<file path="config.mk">
export PLATFORM = sky130hd
export DESIGN_NAME = ffc_div
export DESIGN_NICKNAME = d
export VERILOG_FILES = /design/src/rtl/ffc_pkg.sv /design/src/rtl/ffc_div.sv
export SDC_FILE = /design/constraint.sdc
export NUM_CORES = 2
export LEC_CHECK = 0
export CAP_MARGIN = 20
export CORE_ASPECT_RATIO = 0.5
export CORE_MARGIN = 1.5
export CORE_UTILIZATION = 50
export DETAILED_ROUTE_END_ITERATION = 6
export DONT_BUFFER_PORTS = 1
export PLACE_DENSITY = 0.73
export SLEW_MARGIN = 20
export SYNTH_ARGS = -nofsm -noshare
export SYNTH_HDL_FRONTEND = slang
export SYNTH_SLANG_ARGS = --single-unit
</file>
<file path="constraint.sdc">
create_clock -name i_clk -period 13.9 [get_ports i_clk]
set_clock_uncertainty 0.15 [all_clocks]
set_input_delay 2.78 -clock i_clk [delete_from_list [all_inputs] [get_ports i_clk]]
set_output_delay 2.78 -clock i_clk [all_outputs]
set_load 0.03 [all_outputs]
</file>
<file path="src/rtl/ffc_pkg.sv">
// Shared widths, register indexes, method codes and sideband type for the friction feedforward.
package ffc_pkg;

    localparam int DATA_WIDTH = 16;
    localparam int FRAC_BITS  = 8;

    // Unsigned magnitudes of the registers and of the clamped target
    localparam int MAG_W = DATA_WIDTH - 1;
    // |target| including the most negative code
    localparam int ABS_W = DATA_WIDTH;
    // u*u
    localparam int SQ_W  = 2 * MAG_W;
    // a1*u, signed
    localparam int LIN_W = DATA_WIDTH + MAG_W + 1;
    // a2*u*u, signed
    localparam int P2_W  = DATA_WIDTH + SQ_W + 1;
    // quadratic sum with 2*FRAC_BITS fraction bits, signed
    localparam int SUM_W = P2_W + 2;
    // floored magnitude with FRAC_BITS fraction bits, unsigned
    localparam int E_W   = SUM_W - 2 * FRAC_BITS;
    // magnitude * |target|
    localparam int N_W   = E_W + ABS_W;
    // quotient bits kept before saturation
    localparam int Q_W   = DATA_WIDTH;

    localparam int IDX_W = 3;

    localparam logic [IDX_W-1:0] CFG_METHOD       = 3'd0;
    localparam logic [IDX_W-1:0] CFG_FRICTION_POS = 3'd1;
    localparam logic [IDX_W-1:0] CFG_FRICTION_NEG = 3'd2;
    localparam logic [IDX_W-1:0] CFG_ZERO_RANGE   = 3'd3;
    localparam logic [IDX_W-1:0] CFG_COEF_A0      = 3'd4;
    localparam logic [IDX_W-1:0] CFG_COEF_A1      = 3'd5;
    localparam logic [IDX_W-1:0] CFG_COEF_A2      = 3'd6;
    localparam logic [IDX_W-1:0] CFG_TARGET_LIMIT = 3'd7;

    localparam logic [1:0] METH_SYM   = 2'd0;
    localparam logic [1:0] METH_SPLIT = 2'd1;
    localparam logic [1:0] METH_QUAD  = 2'd2;

    // Travels alongside the dividend through the divider
    typedef struct packed {
        logic           neg;   // target is negative
        logic           band;  // inside the linear band: take the quotient
        logic           zero;  // force a zero result
        logic [E_W-1:0] mag;   // magnitude outside the band
    } t_side;

endpackage

</file>
<file path="src/rtl/ffc_div.sv">
// Pipelined restoring divider, one quotient bit per stage, with a saturation flag.
module ffc_div (
    input  logic                          i_clk,
    input  logic                          i_rst_n,
    input  logic                          i_valid,
    output logic                          o_ready,
    input  logic [ffc_pkg::N_W-1:0]       i_num,
    input  logic [ffc_pkg::MAG_W-1:0]     i_den,
    input  ffc_pkg::t_side                i_side,
    output logic                          o_valid,
    input  logic                          i_ready,
    output logic [ffc_pkg::Q_W-1:0]       o_quot,
    output logic                          o_sat,
    output ffc_pkg::t_side                o_side
);

    localparam int STAGES = ffc_pkg::Q_W + 1;

    logic                        r_v    [STAGES];
    logic [ffc_pkg::N_W-1:0]     r_rem  [STAGES];
    logic [ffc_pkg::Q_W-1:0]     r_quo  [STAGES];
    logic                        r_sat  [STAGES];
    ffc_pkg::t_side              r_side [STAGES];
    logic [STAGES:0]             w_rdy;
    logic [ffc_pkg::N_W-1:0]     w_den_top;

    assign w_rdy[STAGES] = i_ready;
    assign o_ready       = w_rdy[0];
    assign w_den_top     = ffc_pkg::N_W'(i_den) << ffc_pkg::Q_W;

    genvar s;
    generate
        for (s = 0; s < STAGES; s++) begin : g_rdy
            assign w_rdy[s] = !r_v[s] || w_rdy[s+1];
        end
    endgenerate

    // Entry stage: flag quotients that cannot fit in Q_W bits
    always_ff @(posedge i_clk) begin
        if (!i_rst_n) begin
            r_v[0] <= 1'b0;
        end else if (w_rdy[0]) begin
            r_v[0] <= i_valid;
        end
    end

    always_ff @(posedge i_clk) begin
        if (w_rdy[0] && i_valid) begin
            r_rem[0]  <= i_num;
            r_quo[0]  <= '0;
            r_sat[0]  <= (i_num >= w_den_top);
            r_side[0] <= i_side;
        end
    end

    generate
        for (s = 1; s < STAGES; s++) begin : g_stage
            localparam int BIT = ffc_pkg::Q_W - s;
            logic [ffc_pkg::N_W-1:0] w_dsh;
            logic                    w_ge;
            logic [ffc_pkg::N_W-1:0] n_rem;
            logic [ffc_pkg::Q_W-1:0] n_quo;

            assign w_dsh = ffc_pkg::N_W'(i_den) << BIT;
            assign w_ge  = (r_rem[s-1] >= w_dsh);

            always_comb begin
                n_rem      = w_ge ? (r_rem[s-1] - w_dsh) : r_rem[s-1];
                n_quo      = r_quo[s-1];
                n_quo[BIT] = w_ge;
            end

            always_ff @(posedge i_clk) begin
                if (!i_rst_n) begin
                    r_v[s] <= 1'b0;
                end else if (w_rdy[s]) begin
                    r_v[s] <= r_v[s-1];
                end
            end

            always_ff @(posedge i_clk) begin
                if (w_rdy[s] && r_v[s-1]) begin
                    r_rem[s]  <= n_rem;
                    r_quo[s]  <= n_quo;
                    r_sat[s]  <= r_sat[s-1];
                    r_side[s] <= r_side[s-1];
                end
            end
        end
    endgenerate

    assign o_valid = r_v[STAGES-1];
    assign o_quot  = r_quo[STAGES-1];
    assign o_sat   = r_sat[STAGES-1];
    assign o_side  = r_side[STAGES-1];

endmodule

</file>
== After elaboration in Yosys (flattened, before gate mapping) ==
Memories as Yosys holds them, arrays and structs flattened.
Cells that the tools add are included.

* Add/subtract/negate cells: 16
* Multiply operators: 0
* Divide/modulo/power cells: 0
* Order comparisons: 17
* Equality and inequality tests: 0
* Shift-type cells: 0
* Multiplexer cells: 119
* Bitwise logic cells: 17
* Reduce and logical (&&, ||, !) cells: 51

{| class="wikitable"
|+ Operator list
! cell !! count
|-
| $mux W49 || 16
|-
| $mux W1 || 103
|-
| $ge A49 B15 Y1 || 1
|-
| $ge A49 B16 Y1 || 1
|-
| $ge A49 B17 Y1 || 1
|-
| $ge A49 B18 Y1 || 1
|-
| $ge A49 B19 Y1 || 1
|-
| $ge A49 B20 Y1 || 1
|-
| $ge A49 B21 Y1 || 1
|-
| $ge A49 B22 Y1 || 1
|-
| $ge A49 B23 Y1 || 1
|-
| $ge A49 B24 Y1 || 1
|-
| $ge A49 B25 Y1 || 1
|-
| $ge A49 B26 Y1 || 1
|-
| $ge A49 B27 Y1 || 1
|-
| $ge A49 B28 Y1 || 1
|-
| $ge A49 B29 Y1 || 1
|-
| $ge A49 B30 Y1 || 1
|-
| $ge A49 B31 Y1 || 1
|-
| $sub A49 B15 Y49 || 1
|-
| $sub A49 B16 Y49 || 1
|-
| $sub A49 B17 Y49 || 1
|-
| $sub A49 B18 Y49 || 1
|-
| $sub A49 B19 Y49 || 1
|-
| other kinds (15) || 79
|}

* Register bits after elaboration: 0
* Bits in latches: 0
* Memory bits (writable): 1751
* Bits in read-only memories: 0
* Input port bits: 104
* Output and inout port bits: 55
* Word-level logic and storage cells: 225
* Memories kept: 5

{| class="wikitable"
|+ Memory list
! memory !! words !! bits a word !! read ports !! clocked after Yosys merged registers in !! write ports !! RTL line !! text
|-
| r_rem || 17 || 49 || 16 || 0 || 17 || ffc_div.sv:20 || <nowiki>logic [ffc_pkg::N_W-1:0] r_rem [STAGES];</nowiki>
|-
| r_side || 17 || 36 || 17 || 0 || 17 || ffc_div.sv:23 || <nowiki>ffc_pkg::t_side r_side [STAGES];</nowiki>
|-
| r_quo || 17 || 16 || 17 || 0 || 17 || ffc_div.sv:21 || <nowiki>logic [ffc_pkg::Q_W-1:0] r_quo [STAGES];</nowiki>
|-
| r_sat || 17 || 1 || 17 || 0 || 17 || ffc_div.sv:22 || <nowiki>logic r_sat [STAGES];</nowiki>
|-
| r_v || 17 || 1 || 17 || 0 || 17 || ffc_div.sv:19 || <nowiki>logic r_v [STAGES];</nowiki>
|}

== Logic depth before layout (Yosys ltp) ==
An unclocked memory read counts as a cell.

* Depth in word-level cells: 23
* Mapped depth: 13
* Gate-level depth less buffers: 11

== Worst setup path before layout ==
No wires, ideal clock.

* Kind: input-to-reg
* Start: in i_ready
* End: mem r_v[8] (data pin)
* Library setup time: 0.183 ns
* Arrival time: 10.858 ns
* Data required time: 13.567 ns
* Path slack: 2.709 ns
* Stages on the path: 5
* Buffers on the path: 0
* Path through: and4b_1 -> and4_1 -> and3_1 -> a21boi_0 -> and2_1

{| class="wikitable"
|+ RTL lines
! what !! RTL line !! text
|-
| start, declared || ffc_div.sv:11 || <nowiki>input logic i_ready,</nowiki>
|-
| end, declared || ffc_div.sv:19 ||
|}

== Final worst setup path ==
* Start: in i_ready
* End: out o_ready

* Word-level cells in the longest chain between the ends: 17

{| class="wikitable"
|+ Ends and longest elaborated chain
! what !! RTL line !! text
|-
| $logic_or A1 B1 Y1 (17 in a row) || ffc_div.sv:34 || <nowiki>assign w_rdy[s] = !r_v[s] || w_rdy[s+1];</nowiki>
|-
| end, declared || ffc_div.sv:6 || <nowiki>output logic o_ready,</nowiki>
|}

No other way between the ends.

==> impl_metrics.json <==
{
  "synth.avg_cell_area_um2": 14.1,
  "synth-compound-area-share": 0.0681,
  "clk_latency_ns": 0.77,
  "drc": 0,
  "max_freq_ghz": 0.128,
  "synth-edff-count": 1565,
  "cp.arrival_ns": 4.89,
  "p_sw_frac": 0.216,
  "dp.cells": 6771,
  "fin_tns_setup_ns": 0,
  "place_ws_ns": 6.09,
  "dpl.hpwl_mm": 95.6,
  "h-tree-depth": 4,
  "grt.total_usage": 0.194,
  "cts_tree": "yes",
  "postCtsSetupBuffers": 0,
  "die-area_um2": 142000,
  "synth-async-reset-ratio": 0,
  "clk_path_buf_depth": 3,
  "rsz0062_at_grt": "false",
  "yosysWarnings": 0,
  "maxSlewHeadroom": 0.279,
  "synth_top_family_by_area": "simple AND/OR/NAND/NOR gates",
  "report.final.slew_viol_count": 0,
  "antenna_found_initial": 1,
  "synthMuxAreaShare": 0.00757,
  "grt_pass1_wl_mm": 216,
  "vias": 39900,
  "criticalPathCategory": "in2out",
  "synth_xor_area_frac": 0.0672,
  "ys_top_cells_by_area": "edfxtp_1, ha_1, xor2_1",
  "syn_to_final_growth_pct": 9.89,
  "worstPathMaxFanout": 7,
  "cts_resized": 0,
  "initial_core_util": 0.506,
  "num_rows": 96,
  "yosysSeqAreaShare": 0.675,
  "crit_required_ns": 10.97,
  "setup_slack_ns": 6.08,
  "grt_start_max_net_pins": 79,
  "pwr-share-clk": 0.395,
  "yosys.area.top_type_share": 0.675,
  "min_period_over_period": 0.563,
  "drt_first_pass_iters": 6,
  "cp-start-kind": "primary input",
  "drt_iter0_drc": 3058,
  "end_kind": "output port",
  "synth_cell_types": 90,
  "io_buffer_count": 0,
  "gp_congestion": 0.936,
  "p_seq_frac": 0.552,
  "maxCapViolations": 0,
  "yosys_most_used_dff": "edfxtp_1",
  "p_leak_nw": 25.4,
  "hp-class": "reg2reg",
  "final_nets": 5425,
  "drt-total-wl_mm": 138,
  "die_h_um": 267,
  "die_w_um": 531,
  "cts_buffers": 139,
  "core_um2": 138000,
  "cts-root-buf": "clkbuf_16",
  "final_util": 0.556,
  "fin_cells": 7025,
  "drive_above_1_share": 0.0719,
  "cts_sinks": 1566,
  "min_period_ns": 7.82,
  "path_clk_slew_ns": 0.07,
  "viasPerCell": 5.68,
  "grt_pass1_vias": 39600,
  "p_comb_frac": 0.053,
  "p_int_mw": 7.46,
  "nFillCells": 10600,
  "finalHoldViolCount": 0,
  "tightest_slew_ns": 1.08,
  "switchingPower_mw": 2.05,
  "gr-total-overflow": 0,
  "hold_buffers": 0,
  "syn_inst": 4952,
  "syn_area_um2": 69600,
  "synth_seq_cells": 1566,
  "pin_count": 159,
  "synth_nets": 5326,
  "power_density_nw_per_um2": 124,
  "synthAdderAreaFrac": 0.0501,
  "final_antenna_net_count": 0,
  "yosysTopAreaCell": "edfxtp_1",
  "synthSimpleGateAreaFrac": 0.121,
  "wire_per_inst_um": 19.6,
  "setup_viol": 0,
  "vdd_ir_drop_max_v": 0.000110,
  "status": "finished clean"
}
kinds of logic (layout without fill, tap and decap cells):
group,after synthesis,after routing
AND/OR/NAND/NOR,1596,1596
flip-flops,1566,1566
AO/OA/AOI/OAI,755,755
XOR/XNOR,534,534
adder cells (fa/ha/maj),270,270
buffers and inverters,184,394
multiplexers,47,47
other,0,1
routing by layer:
metal	global-route usage	wire, um	vias up
li1	-	-	19200
met1	0.254	60700	19300
met2	0.328	66300	1194
met3	0.0291	6510	265
met4	0.0738	4450	0
met5	0	0	-
metrics by stage:
step	total power, mW	cell area, um^2	hold WS, ns
after floorplan	5.73	69600	0.250
after global placement	5.82	72100	0.251
after detailed placement	5.85	72100	0.255
after CTS	9.60	76500	0.244
after global routing	9.83	76500	0.257
final	9.51	76500	0.250
placed cells by master, fill, tap and decap left out, types with 24 or more instances in the layout:
| cell | count |
|---|---|
| nor3_1 | 154 |
| or2_2 | 29 |
| nor4_1 | 145 |
| clkbuf_1 | 30 |
| inv_1 | 91 |
| o31ai_1 | 25 |
| ha_1 | 255 |
| o21a_1 | 46 |
| nand2_1 | 317 |
| clkinv_2 | 26 |
| and2_1 | 28 |
| o21ai_0 | 200 |
| a31oi_1 | 24 |
| or3_1 | 87 |
| a21o_1 | 72 |
| and3_1 | 29 |
| nor4b_1 | 28 |
| a21oi_1 | 224 |
| nand2b_1 | 68 |
| or4_1 | 76 |
| buf_4 | 48 |
| xor2_1 | 302 |
| edfxtp_1 | 1565 |
| mux2_2 | 45 |
| nand3_1 | 91 |
| xnor2_1 | 232 |
| nand4_1 | 51 |
| clkbuf_16 | 142 |
| nor2_1 | 344 |
| nor2b_1 | 40 |
power groups by stage:
stage / Sequential (mW) / Clock [mW] / Combinational [mW]
final: 5.25 / 3.76 / 0.503
after global placement: 5.35 / 0 / 0.472
after floorplan: 5.35 / 0 / 0.381
after detailed placement: 5.35 / 0 / 0.493
after CTS: 5.25 / 3.85 / 0.496
after global routing: 5.25 / 4.02 / 0.559
worst paths after layout:
path                   from             end  slack, ns  cells past startpoint
max                 i_ready         o_ready       6.08                      7
min          r_side[0][228]  r_side[0][264]       0.25                      0
min reg2reg  r_side[0][228]  r_side[0][264]       0.25                      0
max reg2reg   r_rem[0][622]   r_rem[0][663]       9.42                      8
worst max-delay path, stage by stage:
cell	delay, ns
and4b_1	0.30
and4_1	0.38
and2_1	0.42
nand3_1	0.13
nor2_1	0.28
and2_1	0.31
nand2_1	0.28
state kept, by name, indices dropped and copies added (netlist names):
register,flops
r_quo,136
r_rem,784
r_sat,17
r_side,612
r_v,17
cells in the mapped netlist (all sizes together), types with 19 or more instances:
| cell type | number |
|---|---|
| a211oi | 19 |
| a21o | 72 |
| a21oi | 225 |
| a31oi | 26 |
| and2 | 32 |
| and3 | 30 |
| buf | 24 |
| clkbuf | 67 |
| edfxtp | 1565 |
| ha | 255 |
| inv | 92 |
| mux2 | 45 |
| nand2 | 317 |
| nand2b | 68 |
| nand3 | 92 |
| nand3b | 20 |
| nand4 | 51 |
| nor2 | 344 |
| nor2b | 50 |
| nor3 | 154 |
| nor4 | 148 |
| nor4b | 28 |
| o21a | 46 |
| o21ai | 204 |
| o21bai | 21 |
| o31ai | 25 |
| or2 | 33 |
| or3 | 87 |
| or4 | 76 |
| xnor2 | 232 |
| xor2 | 302 |
final cells by class:
class,count,area [um^2],share of cell area
sequential,1566,47000,0.615
multi-input combinational,3202,22000,0.288
clock buffer,172,3670,0.0479
tap,1862,2330,0.0305
clock inverter,80,721,0.00942
timing repair buffer,49,375,0.00491
inverter,93,349,0.00456
antenna,1,2.50,0.0000327
Power figures use the tool's default switching activity.
